File: src/lsha_pkg.sv
// ----------------------------------------------------------------------------
// lsha_pkg
// Shared constants for the limit switch with hysteresis and alarm block.
// ----------------------------------------------------------------------------
package lsha_pkg;

    // Fixed-point format of all values
    localparam int FRAC_BITS = 16;
    localparam int DATA_W    = 32;

    // Ratio dividend is pv scaled by 2^FRAC_BITS
    localparam int NUM_W = DATA_W + FRAC_BITS;
    localparam int CNT_W = $clog2(NUM_W + 1);

    // Quotient magnitude limits for saturation
    localparam logic [NUM_W-1:0] Q_POS_MAX = NUM_W'(32'h7FFF_FFFF);
    localparam logic [NUM_W-1:0] Q_NEG_MAX = NUM_W'(32'h8000_0000);

    localparam logic signed [DATA_W-1:0] S32_MAX = 32'sh7FFF_FFFF;
    localparam logic signed [DATA_W-1:0] S32_MIN = 32'sh8000_0000;

    // Tick counter
    localparam int               TICK_W    = 14;
    localparam logic [TICK_W-1:0] TICK_LAST = 14'd9999;

    // Config port
    localparam int CFG_IDX_W = 3;
    localparam logic [CFG_IDX_W-1:0] CFG_VALUE_MODE   = 3'd0;
    localparam logic [CFG_IDX_W-1:0] CFG_IS_LOW_LIMIT = 3'd1;
    localparam logic [CFG_IDX_W-1:0] CFG_ALARM_ON     = 3'd2;
    localparam logic [CFG_IDX_W-1:0] CFG_ALARM_MODE   = 3'd3;
    localparam logic [CFG_IDX_W-1:0] CFG_LIMIT_MIN    = 3'd4;
    localparam logic [CFG_IDX_W-1:0] CFG_LIMIT_MAX    = 3'd5;
    localparam logic [CFG_IDX_W-1:0] CFG_HYSTERESIS   = 3'd6;

    // Value modes
    localparam logic [1:0] VM_PV    = 2'd0;
    localparam logic [1:0] VM_DIFF  = 2'd1;
    localparam logic [1:0] VM_RATIO = 2'd2;

    // Alarm modes
    localparam logic [2:0] AM_A1 = 3'd0;
    localparam logic [2:0] AM_A0 = 3'd1;
    localparam logic [2:0] AM_MR = 3'd2;
    localparam logic [2:0] AM_MF = 3'd3;
    localparam logic [2:0] AM_MB = 3'd4;

endpackage

File: src/lsha_div.sv
// ----------------------------------------------------------------------------
// lsha_div
// Radix-2 restoring divider: (pv * 2^FRAC_BITS) / ref, truncated toward
// zero and saturated to signed 32 bits. One quotient bit per cycle.
// ----------------------------------------------------------------------------
module lsha_div (
    input  logic                              clk,
    input  logic                              rst_n,
    input  logic                              start,
    input  logic signed [lsha_pkg::DATA_W-1:0] dividend,
    input  logic signed [lsha_pkg::DATA_W-1:0] divisor,
    output logic                              done,
    output logic signed [lsha_pkg::DATA_W-1:0] quotient
);

    typedef enum logic [1:0] {D_IDLE, D_RUN, D_FIN} dstate_t;

    dstate_t                     state_reg;
    logic [lsha_pkg::CNT_W-1:0]  cnt_reg;
    logic [lsha_pkg::DATA_W-1:0] rem_reg;
    logic [lsha_pkg::DATA_W-1:0] den_reg;
    logic [lsha_pkg::NUM_W-1:0]  quo_reg;
    logic                        neg_reg;

    logic [lsha_pkg::DATA_W-1:0] pv_mag;
    logic [lsha_pkg::DATA_W-1:0] ref_mag;
    logic [lsha_pkg::DATA_W:0]   trial;
    logic [lsha_pkg::DATA_W+1:0] diff;
    logic                        borrow;

    assign pv_mag  = dividend[lsha_pkg::DATA_W-1] ? (~dividend + 32'd1) : dividend;
    assign ref_mag = divisor[lsha_pkg::DATA_W-1]  ? (~divisor + 32'd1)  : divisor;

    assign trial  = {rem_reg, quo_reg[lsha_pkg::NUM_W-1]};
    assign diff   = {1'b0, trial} - {2'b00, den_reg};
    assign borrow = diff[lsha_pkg::DATA_W+1];

    always_ff @(posedge clk or negedge rst_n)
    begin
        if (!rst_n)
        begin
            state_reg <= D_IDLE;
            cnt_reg   <= '0;
        end
        else
        begin
            case (state_reg)
                D_IDLE:
                begin
                    if (start)
                    begin
                        state_reg <= D_RUN;
                        cnt_reg   <= lsha_pkg::CNT_W'(lsha_pkg::NUM_W);
                    end
                end
                D_RUN:
                begin
                    cnt_reg <= cnt_reg - 1'b1;
                    if (cnt_reg == lsha_pkg::CNT_W'(1))
                        state_reg <= D_FIN;
                end
                D_FIN:
                    state_reg <= D_IDLE;
                default:
                    state_reg <= D_IDLE;
            endcase
        end
    end

    // datapath, no reset needed
    always_ff @(posedge clk)
    begin
        if (state_reg == D_IDLE && start)
        begin
            rem_reg <= '0;
            den_reg <= ref_mag;
            quo_reg <= lsha_pkg::NUM_W'(pv_mag) << lsha_pkg::FRAC_BITS;
            neg_reg <= dividend[lsha_pkg::DATA_W-1] ^ divisor[lsha_pkg::DATA_W-1];
        end
        else if (state_reg == D_RUN)
        begin
            rem_reg <= borrow ? trial[lsha_pkg::DATA_W-1:0] : diff[lsha_pkg::DATA_W-1:0];
            quo_reg <= {quo_reg[lsha_pkg::NUM_W-2:0], ~borrow};
        end
    end

    assign done = (state_reg == D_FIN);

    always_comb
    begin
        if (neg_reg)
        begin
            if (quo_reg > lsha_pkg::Q_NEG_MAX)
                quotient = lsha_pkg::S32_MIN;
            else
                quotient = ~quo_reg[lsha_pkg::DATA_W-1:0] + 32'd1;
        end
        else
        begin
            if (quo_reg > lsha_pkg::Q_POS_MAX)
                quotient = lsha_pkg::S32_MAX;
            else
                quotient = quo_reg[lsha_pkg::DATA_W-1:0];
        end
    end

endmodule

File: src/limit_switch_hysteresis_alarm.sv
// ----------------------------------------------------------------------------
// limit_switch_hysteresis_alarm
// Limit switch with hysteresis and alarm/message flag on a modified process
// value (pv, pv - ref or pv / ref), signed Q16.16.
// ----------------------------------------------------------------------------
// Usage:
//   Input channel: in_valid / in_stall carries one request per tick (enable,
//   process_value, reference_value, limit_value). in_stall is high while a
//   request is in work; one request is handled at a time.
//   Output channel: out_valid / out_stall returns one result per request.
//   The result sits in an output register, so the next request is taken
//   while the previous result still waits on a stalled receiver; a finished
//   request then waits until that register is free.
//   A request passes through the calc, eval and done states before out_valid
//   rises; in ratio mode the divider runs between calc and eval, producing
//   one quotient bit per cycle over a 48-bit dividend before its finish
//   state. in_stall falls in the same cycle that out_valid rises, so the
//   next request can be taken then.
//   Configuration is written through cfg_write / cfg_index / cfg_data while
//   the block is idle; writes to unused indexes are ignored.
//   Reset: config registers go to their defaults, switch and alarm state,
//   held value and tick counter clear, no result is pending.
// ----------------------------------------------------------------------------
module limit_switch_hysteresis_alarm (
    input  logic                                  clk,
    input  logic                                  rst_n,
    input  logic                                  cfg_write,
    input  logic [lsha_pkg::CFG_IDX_W-1:0]        cfg_index,
    input  logic [lsha_pkg::DATA_W-1:0]           cfg_data,
    input  logic                                  in_valid,
    output logic                                  in_stall,
    input  logic                                  enable,
    input  logic signed [lsha_pkg::DATA_W-1:0]    process_value,
    input  logic signed [lsha_pkg::DATA_W-1:0]    reference_value,
    input  logic signed [lsha_pkg::DATA_W-1:0]    limit_value,
    output logic                                  out_valid,
    input  logic                                  out_stall,
    output logic                                  enable_out,
    output logic signed [lsha_pkg::DATA_W-1:0]    modified_value,
    output logic                                  switch_out,
    output logic                                  alarm_flag,
    output logic [lsha_pkg::TICK_W-1:0]           tick_count
);

    typedef enum logic [2:0] {S_IDLE, S_CALC, S_DIV, S_EVAL, S_DONE} state_t;

    // configuration
    logic [1:0]                         value_mode_reg;
    logic                               is_low_limit_reg;
    logic                               alarm_on_reg;
    logic [2:0]                         alarm_mode_reg;
    logic signed [lsha_pkg::DATA_W-1:0] limit_min_reg;
    logic signed [lsha_pkg::DATA_W-1:0] limit_max_reg;
    logic [lsha_pkg::DATA_W-2:0]        hysteresis_reg;

    // sequencer and block state
    state_t                             state_reg,         state_next;
    logic                               en_reg,            en_next;
    logic signed [lsha_pkg::DATA_W-1:0] pv_reg,            pv_next;
    logic signed [lsha_pkg::DATA_W-1:0] ref_reg,           ref_next;
    logic signed [lsha_pkg::DATA_W-1:0] lim_reg,           lim_next;
    logic                               en_out_pend_reg,   en_out_pend_next;
    logic signed [lsha_pkg::DATA_W-1:0] modified_reg,      modified_next;
    logic                               switch_prev_reg,   switch_prev_next;
    logic                               alarm_reg,         alarm_next;
    logic [lsha_pkg::TICK_W-1:0]        tick_reg,          tick_next;

    // output register
    logic                               out_valid_reg,     out_valid_next;
    logic                               enable_out_reg,    enable_out_next;
    logic signed [lsha_pkg::DATA_W-1:0] modified_out_reg,  modified_out_next;
    logic                               switch_out_reg,    switch_out_next;
    logic                               alarm_out_reg,     alarm_out_next;
    logic [lsha_pkg::TICK_W-1:0]        tick_out_reg,      tick_out_next;

    logic                               div_start;
    logic                               div_done;
    logic signed [lsha_pkg::DATA_W-1:0] div_quot;

    logic signed [lsha_pkg::DATA_W:0]   diff_wide;
    logic signed [lsha_pkg::DATA_W-1:0] diff_sat;
    logic signed [lsha_pkg::DATA_W-1:0] lim_clamped;
    logic signed [lsha_pkg::DATA_W+1:0] m_wide;
    logic signed [lsha_pkg::DATA_W+1:0] lim_wide;
    logic signed [lsha_pkg::DATA_W+1:0] hyst_wide;
    logic                               qs;
    logic                               alarm_val;
    logic                               alarm_ok;

    lsha_div u_div (
        .clk      (clk),
        .rst_n    (rst_n),
        .start    (div_start),
        .dividend (pv_reg),
        .divisor  (ref_reg),
        .done     (div_done),
        .quotient (div_quot)
    );

    always_ff @(posedge clk or negedge rst_n)
    begin
        if (!rst_n)
        begin
            value_mode_reg   <= lsha_pkg::VM_PV;
            is_low_limit_reg <= 1'b0;
            alarm_on_reg     <= 1'b0;
            alarm_mode_reg   <= lsha_pkg::AM_A1;
            limit_min_reg    <= lsha_pkg::S32_MIN;
            limit_max_reg    <= lsha_pkg::S32_MAX;
            hysteresis_reg   <= '0;
        end
        else if (cfg_write)
        begin
            case (cfg_index)
                lsha_pkg::CFG_VALUE_MODE:   value_mode_reg   <= cfg_data[1:0];
                lsha_pkg::CFG_IS_LOW_LIMIT: is_low_limit_reg <= cfg_data[0];
                lsha_pkg::CFG_ALARM_ON:     alarm_on_reg     <= cfg_data[0];
                lsha_pkg::CFG_ALARM_MODE:   alarm_mode_reg   <= cfg_data[2:0];
                lsha_pkg::CFG_LIMIT_MIN:    limit_min_reg    <= cfg_data;
                lsha_pkg::CFG_LIMIT_MAX:    limit_max_reg    <= cfg_data;
                lsha_pkg::CFG_HYSTERESIS:   hysteresis_reg   <= cfg_data[lsha_pkg::DATA_W-2:0];
                default: ;
            endcase
        end
    end

    // difference with saturation
    assign diff_wide = {pv_reg[lsha_pkg::DATA_W-1], pv_reg}
                     - {ref_reg[lsha_pkg::DATA_W-1], ref_reg};
    always_comb
    begin
        if (diff_wide[lsha_pkg::DATA_W] != diff_wide[lsha_pkg::DATA_W-1])
            diff_sat = diff_wide[lsha_pkg::DATA_W] ? lsha_pkg::S32_MIN : lsha_pkg::S32_MAX;
        else
            diff_sat = diff_wide[lsha_pkg::DATA_W-1:0];
    end

    // with an inverted window, values below min clamp to min, all others to max
    always_comb
    begin
        if (lim_reg < limit_min_reg)
            lim_clamped = limit_min_reg;
        else if (lim_reg > limit_max_reg)
            lim_clamped = limit_max_reg;
        else
            lim_clamped = lim_reg;
    end

    // switch with hysteresis, exact 34-bit thresholds
    assign m_wide    = {{2{modified_reg[lsha_pkg::DATA_W-1]}}, modified_reg};
    assign lim_wide  = {{2{lim_reg[lsha_pkg::DATA_W-1]}}, lim_reg};
    assign hyst_wide = {3'b000, hysteresis_reg};

    always_comb
    begin
        qs = switch_prev_reg;
        if (is_low_limit_reg)
        begin
            if (!switch_prev_reg && m_wide < lim_wide)
                qs = 1'b1;
            else if (switch_prev_reg && m_wide > lim_wide + hyst_wide)
                qs = 1'b0;
        end
        else
        begin
            if (!switch_prev_reg && m_wide > lim_wide)
                qs = 1'b1;
            else if (switch_prev_reg && m_wide < lim_wide - hyst_wide)
                qs = 1'b0;
        end
    end

    always_comb
    begin
        alarm_ok = 1'b1;
        case (alarm_mode_reg)
            lsha_pkg::AM_A1: alarm_val = qs;
            lsha_pkg::AM_A0: alarm_val = ~qs;
            lsha_pkg::AM_MR: alarm_val = qs & ~switch_prev_reg;
            lsha_pkg::AM_MF: alarm_val = ~qs & switch_prev_reg;
            lsha_pkg::AM_MB: alarm_val = qs ^ switch_prev_reg;
            default:
            begin
                alarm_val = 1'b0;
                alarm_ok  = 1'b0;
            end
        endcase
    end

    assign div_start = (state_reg == S_CALC) && en_reg
                    && (value_mode_reg == lsha_pkg::VM_RATIO) && (ref_reg != '0);

    always_comb
    begin
        state_next        = state_reg;
        en_next           = en_reg;
        pv_next           = pv_reg;
        ref_next          = ref_reg;
        lim_next          = lim_reg;
        en_out_pend_next  = en_out_pend_reg;
        modified_next     = modified_reg;
        switch_prev_next  = switch_prev_reg;
        alarm_next        = alarm_reg;
        tick_next         = tick_reg;
        out_valid_next    = out_valid_reg;
        enable_out_next   = enable_out_reg;
        modified_out_next = modified_out_reg;
        switch_out_next   = switch_out_reg;
        alarm_out_next    = alarm_out_reg;
        tick_out_next     = tick_out_reg;

        if (out_valid_reg && !out_stall)
            out_valid_next = 1'b0;

        case (state_reg)
            S_IDLE:
            begin
                if (in_valid)
                begin
                    en_next    = enable;
                    pv_next    = process_value;
                    ref_next   = reference_value;
                    lim_next   = limit_value;
                    state_next = S_CALC;
                end
            end
            S_CALC:
            begin
                lim_next         = lim_clamped;
                en_out_pend_next = en_reg;
                state_next       = S_EVAL;
                if (en_reg)
                begin
                    case (value_mode_reg)
                        lsha_pkg::VM_PV:   modified_next = pv_reg;
                        lsha_pkg::VM_DIFF: modified_next = diff_sat;
                        lsha_pkg::VM_RATIO:
                        begin
                            if (ref_reg == '0)
                            begin
                                modified_next    = '0;
                                en_out_pend_next = 1'b0;
                            end
                            else
                                state_next = S_DIV;
                        end
                        default: en_out_pend_next = 1'b0;
                    endcase
                end
            end
            S_DIV:
            begin
                if (div_done)
                begin
                    modified_next = div_quot;
                    state_next    = S_EVAL;
                end
            end
            S_EVAL:
            begin
                if (en_reg)
                begin
                    switch_prev_next = qs;
                    if (alarm_on_reg)
                    begin
                        alarm_next = alarm_val;
                        if (!alarm_ok)
                            en_out_pend_next = 1'b0;
                    end
                end
                tick_next  = (tick_reg == lsha_pkg::TICK_LAST) ? '0 : tick_reg + 1'b1;
                state_next = S_DONE;
            end
            S_DONE:
            begin
                if (!out_valid_reg || !out_stall)
                begin
                    out_valid_next    = 1'b1;
                    enable_out_next   = en_out_pend_reg;
                    modified_out_next = modified_reg;
                    switch_out_next   = switch_prev_reg;
                    alarm_out_next    = alarm_reg;
                    tick_out_next     = tick_reg;
                    state_next        = S_IDLE;
                end
            end
            default:
                state_next = S_IDLE;
        endcase
    end

    always_ff @(posedge clk or negedge rst_n)
    begin
        if (!rst_n)
        begin
            state_reg       <= S_IDLE;
            modified_reg    <= '0;
            switch_prev_reg <= 1'b0;
            alarm_reg       <= 1'b0;
            tick_reg        <= '0;
            out_valid_reg   <= 1'b0;
        end
        else
        begin
            state_reg       <= state_next;
            modified_reg    <= modified_next;
            switch_prev_reg <= switch_prev_next;
            alarm_reg       <= alarm_next;
            tick_reg        <= tick_next;
            out_valid_reg   <= out_valid_next;
        end
    end

    // payload registers
    always_ff @(posedge clk)
    begin
        en_reg           <= en_next;
        pv_reg           <= pv_next;
        ref_reg          <= ref_next;
        lim_reg          <= lim_next;
        en_out_pend_reg  <= en_out_pend_next;
        enable_out_reg   <= enable_out_next;
        modified_out_reg <= modified_out_next;
        switch_out_reg   <= switch_out_next;
        alarm_out_reg    <= alarm_out_next;
        tick_out_reg     <= tick_out_next;
    end

    assign in_stall       = (state_reg != S_IDLE);
    assign out_valid      = out_valid_reg;
    assign enable_out     = enable_out_reg;
    assign modified_value = modified_out_reg;
    assign switch_out     = switch_out_reg;
    assign alarm_flag     = alarm_out_reg;
    assign tick_count     = tick_out_reg;

endmodule
File: config.mk
export PLATFORM = sky130hd
export DESIGN_NAME = limit_switch_hysteresis_alarm
export DESIGN_NICKNAME = d
export VERILOG_FILES = /design/src/lsha_pkg.sv /design/src/lsha_div.sv /design/src/limit_switch_hysteresis_alarm.sv
export SDC_FILE = /design/constraint.sdc
export NUM_CORES = 1
export LEC_CHECK = 0
export BUFFER_PORTS_ARGS = -buffer_cell sky130_fd_sc_hd__buf_2
export CORE_UTILIZATION = 45
export DETAILED_ROUTE_END_ITERATION = 8
export HOLD_SLACK_MARGIN = 0.08
export SLEW_MARGIN = 10
export SYNTH_ARGS = -nofsm -noshare
export SYNTH_HDL_FRONTEND = slang
export SYNTH_SLANG_ARGS = --single-unit
File: constraint.sdc
create_clock -name clk -period 7.02 [get_ports clk]
set_clock_uncertainty 0.2 [all_clocks]
set_input_delay 1.053 -clock clk [delete_from_list [all_inputs] [get_ports clk]]
set_output_delay 1.053 -clock clk [all_outputs]
set_load 0.05 [all_outputs]
== Word level (Yosys, flattened, before mapping) ==
Index checks and enable logic that the tools add are counted.
Word-level totals
  output and inout bits: 51
  input bits: 137
  word-level logic and storage cells: 185
  memory bits (writable): 0
  latch bits: 0
  bits in read-only memories: 0
  flip-flop bits (word level): 422
  memories: 0
Cells by class
  bitwise gates (word level): 10
  reductions and logical operators: 45
  $mul: 0
  mux-type cells: 49
  eq/ne operators: 33
  order comparisons: 8
  div/mod/pow operators: 0
  add/subtract/negate cells: 9
  shifts and indexed selects: 0
Operators by type and width (count)
  2-to-1 mux 32 bit: 13
  case mux 32 bit (2 select lines): 2
  adder 32 x 1 -> 32 bit, second input constant: 3
  2-to-1 mux 48 bit: 2
  NOT 32 bit: 3
  case mux 32 bit (3 select lines): 1
  subtractor 32 x 32 -> 33 bit: 2
  > comparator 32 bit: 2
  < comparator 32 bit: 2
  > comparator 48 x 31 -> 1 bit, second input constant: 1
  > comparator 48 x 32 -> 1 bit, second input constant: 1
  subtractor 33 x 32 -> 34 bit: 1
  adder 32 x 32 -> 33 bit: 1
  > comparator 32 x 33 -> 1 bit: 1
  < comparator 32 x 33 -> 1 bit: 1
  logical NOT 32 bit: 1
  nonzero test 32 bit: 1
  2-to-1 mux 31 bit: 1
  AND reduction 2 bit: 12
  equality test 3 x 2 -> 1 bit, second input constant: 6
  2-to-1 mux 1 bit: 17
  equality test 3 bit, second input constant: 5
  case mux 3 bit (5 select lines): 1
  adder 14 x 1 -> 14 bit, second input constant: 1
  35 further kinds: 73

== Logic depth before layout (Yosys ltp) ==
  depth in word-level cells: 9
  gate-level depth with buffers: 30
  depth with buffers taken out: 30

== Hierarchy ==
A second synthesis with hierarchy kept.
Second synthesis, totals
  cells, all modules: 3057
  area total of the unflattened synthesis: 29154.2 um2
Modules (own cells, without submodules)
  limit_switch_hysteresis_alarm: cells each 2082, sequential area each 8308.0 um2, area an instance 20641.0 um2, instances 1
  lsha_div: cells each 975, sequential area each 3113.0 um2, area an instance 8513.2 um2, instances 1

== Least setup slack after synthesis ==
Ideal clock, no wire load.
  path kind: flip-flop to flip-flop
  start: register lim_reg[2] (netlist name)
  end: register alarm_reg
  required time: 6.694 ns
  clock period less this slack: 5.514 ns
  setup time: 0.126 ns
  cell stages (with the launch flop): 27
  setup slack: 1.506 ns
  buffers on the path: 1
  arrival: 5.188 ns
  cells stage by stage: edfxtp_1 ha_1 clkbuf_1 a221oi_1 o41ai_1 o21bai_1 a41oi_1 o31a_1 nor4_1 nor2_1 a21oi_1 o211ai_1 ha_1 nand2_1 or3_1 nor3_1 o21ai_0 a21oi_1 a31oi_1 mux2_2 ha_1 nor2_1 a21oi_1 nor2_1 nor2_1 o21a_1 a31oi_1
On the way
  cells in the longest elaborated chain, start to end: 9
  elaborated cells between the ends (all ways): 20
  those cells by class: add/sub (2); order compare (4); mux (6); bitwise (4); reduce/logical (4)
RTL lines
  start, declared: line limit_switch_hysteresis_alarm.sv:61  | logic signed [lsha_pkg::DATA_W-1:0] lim_reg, lim_next;
  start signal, assigned: line limit_switch_hysteresis_alarm.sv:320  | lim_reg <= lim_next;
  subtractor 32 x 32 -> 33 bit / adder 32 x 32 -> 33 bit (equally long branches): line limit_switch_hysteresis_alarm.sv:168, limit_switch_hysteresis_alarm.sv:161
  < comparator 32 x 33 -> 1 bit / > comparator 32 x 33 -> 1 bit (equally long branches): line limit_switch_hysteresis_alarm.sv:168, limit_switch_hysteresis_alarm.sv:161
  logical AND 1 bit, on equally long branches: line limit_switch_hysteresis_alarm.sv:168, limit_switch_hysteresis_alarm.sv:161
  2-to-1 mux 1 bit, on equally long branches: line limit_switch_hysteresis_alarm.sv:168, limit_switch_hysteresis_alarm.sv:161
  2-to-1 mux 1 bit, on equally long branches: line limit_switch_hysteresis_alarm.sv:166, limit_switch_hysteresis_alarm.sv:159
  2-to-1 mux 1 bit *: line limit_switch_hysteresis_alarm.sv:157  | if (is_low_limit_reg)
  NOT 1 bit: line limit_switch_hysteresis_alarm.sv:178, limit_switch_hysteresis_alarm.sv:180
  bitwise AND 1 bit: line limit_switch_hysteresis_alarm.sv:180  | lsha_pkg::AM_MF: alarm_val = ~qs & switch_prev_reg;
  case mux 1 bit (5 select lines) *: line limit_switch_hysteresis_alarm.sv:176  | case (alarm_mode_reg)
  end signal, assigned: line limit_switch_hysteresis_alarm.sv:308  | alarm_reg <= alarm_next;
  end, declared: line limit_switch_hysteresis_alarm.sv:65  | logic alarm_reg, alarm_next;
Mark *: on every way between the ends. The rest lies on a longest branch, timed or not.
A chain may end at the register's enable or synchronous reset.

== Final worst setup path ==
  start: register lim_reg[1] (netlist name)
  end: register alarm_reg
The elaborated chain is that of the path after synthesis.

==> out/metrics.yaml <==
status: "complete, no violations"
grt_max_degree: 94
htreeDepth: 2
cts.sinks: 422
synth_ff_type: "edfxtp_1"
tightest_slew_ns: 1.19
postCtsSetupBuffers: 0
crit_path_start_kind: "register"
cts_tree: "done"
min_path_type: "register to register"
slew_violations: 0
drtPass1Iterations: 6
layout_min_cycle_time_ns: 6.42
synthMostInstantiatedCell: "ha_1"
syn_nets: 3562
synthTopCellsByArea: "edfxtp_1 (22%), ha_1 (13%), dfrtp_1 (11%)"
ant_nets: 0
place_hpwl_um: 65200
power.density_mw_per_mm2: 468
track_usage: 0.260
synth_top_area_share: 0.220
fin_setup_tns_ns: 0
ctsHoldBuffers: 0
grt_pass1_vias: 23400
post_drt_wl_per_cell_um: 20.8
viasPerCell: 5.85
hold_path_depth: 0
fp.dieArea_mm2: 0.0654
ios: 188
grt_pass1_wl_um: 134000
post_cts_resized: 0
core_mm2: 0.0633
avgSynthCellArea_um2: 9.27
num_vias: 24300
synth_edf_count: 212
path_class: "register to register"
grt_overflow: 0
insertion_delay_ns: 0.61
cts_buffers: 49
post-route-period-util: 0.915
antenna_found_initial: 1
synth_seq_cells: 422
report.final.hold_viol_count: 0
yosys-top-cells-count: "ha_1 (297), nand2_1 (282), inv_1 (254)"
ir_drop_uv: 257
worstPathRequired_ns: 7.31
die_y_um: 256
wl_um: 86300
ys_types: 81
critPathArrivalTime_ns: 6.72
portBuffers: 187
clock.fmax_mhz: 156
syn_area_mm2: 0.0290
yosysTopAreaCell: "edfxtp_1"
area_delta_synth_final_pct: 11.7
cts_buffer_depth: 3
largest_reg_flops: 48
drt_iter0_markers: 2054
num_rows: 92
cap_violations: 0
finalSetupViolations: 0
drc_errors: 0
synth_cells: 3124
cts_root_buf: "clkbuf_16"
r2r_cells: 27
ys_seq_area_frac: 0.394
drive_above_1_share: 0.131
n_fill_cell: 5892
fin_nets: 3708
max_slew_margin: 0.187
leakage_nw: 13.8
die_x_um: 256
crit_fanout: 6
async_flop_share: 0.384
cp-end-kind: "register"
yosysWarnings: 0
clk_pin_slew_ns: 0.06
rsz0062_at_grt: "false"
start_util: 0.458
timing.hold.ws_ns: 0.222
place.gp.congestion: 0.926
per-stage QoR:
step	total power [mW]	utilization	worst slack, ns	cells	area [um^2]
4_1_cts	15.2	0.511	0.644	4154	32400
2_1_floorplan	10.0	-	1.51	3124	29000
3_5_place_dp	12.4	0.486	0.664	4065	30700
3_3_place_gp	12.3	0.486	0.808	4065	30700
6_report	15.1	0.511	0.597	4155	32400
5_1_grt	16.3	0.511	0.0415	4154	32400
cell families (layout without fill, tap and decap cells):
group                      Yosys count  after routing  synth area share
AOI/OAI and AO/OA                  829            829             0.181
adders and majority gates          301            301             0.131
other                                0              1                 0
buffers and inverters              378            562            0.0501
muxes                              112            112            0.0419
xor gates and xnor gates           183            183            0.0553
and+or+nand+nor                    899            899             0.147
DFF                                422            422             0.394
power breakdown:
part | switching, mW | leakage (nW) | internal (mW)
registers | 0.981 | 4.29 | 3.52
clock network | 1.07 | 0.792 | 1.56
logic | 4.82 | 8.73 | 3.20
total | 6.87 | 13.8 | 8.28
final cells by class:
class | instances | area (um^2) | share of cell area
multi-input combinational | 2324 | 16100 | 0.499
sequential | 422 | 11400 | 0.353
clock buffer | 62 | 1310 | 0.0403
timing repair buffer | 215 | 1150 | 0.0356
tap | 846 | 1060 | 0.0327
inverter | 258 | 968 | 0.0299
clock inverter | 27 | 303 | 0.00936
antenna | 1 | 2.50 | 0.0000773
per-layer routing:
metal  vias up  GRT usage  share of wire
met1     11800      0.373           0.47
met2       751      0.414           0.45
met5         -          0              0
li1      11600          -              -
met4         0     0.0630          0.021
met3       120     0.0347          0.060
critical path, stage by stage (launching register included):
cell and delay, ns:
edfxtp_1 0.48, inv_1 0.13, fa_1 0.45, o21ba_2 0.24
o311ai_0 0.41, a31o_2 0.30, or3_1 0.20, nand3_1 0.13
a31oi_1 0.33, a31oi_1 0.14, a21oi_1 0.29, a221oi_1 0.18
xnor2_1 0.17, ha_1 0.31, nand2_1 0.05, or3_1 0.40
nor3_1 0.27, o21ai_0 0.15, a21oi_1 0.15, a31oi_1 0.13
mux2_2 0.33, ha_1 0.28, nor2_1 0.04, a21oi_1 0.18
nor2_1 0.05, nor2_1 0.11, o21a_1 0.14, a31oi_1 0.07
worst paths after layout:
check / start / to / slack [ns]
worst max-delay path: lim_reg[1] / alarm_reg / 0.60
worst min register to register: en_out_pend_reg / enable_out / 0.22
worst min-delay path: en_out_pend_reg / enable_out / 0.22
worst max register to register: lim_reg[1] / alarm_reg / 0.60
max in group asynchronous: rst_n / modified_reg[17] / 4.75
min in group asynchronous: rst_n / limit_min_reg[2] / 0.34
placed cells by master, fill, tap and decap left out, types with 59 or more instances in the layout:
| master | Yosys | routed |
|---|---|---|
| a21oi_1 | 215 | 214 |
| dfrtp_1 | 130 | 130 |
| nand2_1 | 282 | 282 |
| inv_1 | 254 | 253 |
| nor2_1 | 219 | 218 |
| o21ai_0 | 253 | 252 |
| mux2_2 | 74 | 74 |
| buf_2 | 7 | 186 |
| nand3_1 | 126 | 126 |
| xor2_1 | 59 | 59 |
| ha_1 | 297 | 297 |
| xnor2_1 | 124 | 124 |
| a21o_1 | 65 | 65 |
| edfxtp_1 | 212 | 212 |
Power figures use the tool's default switching activity.
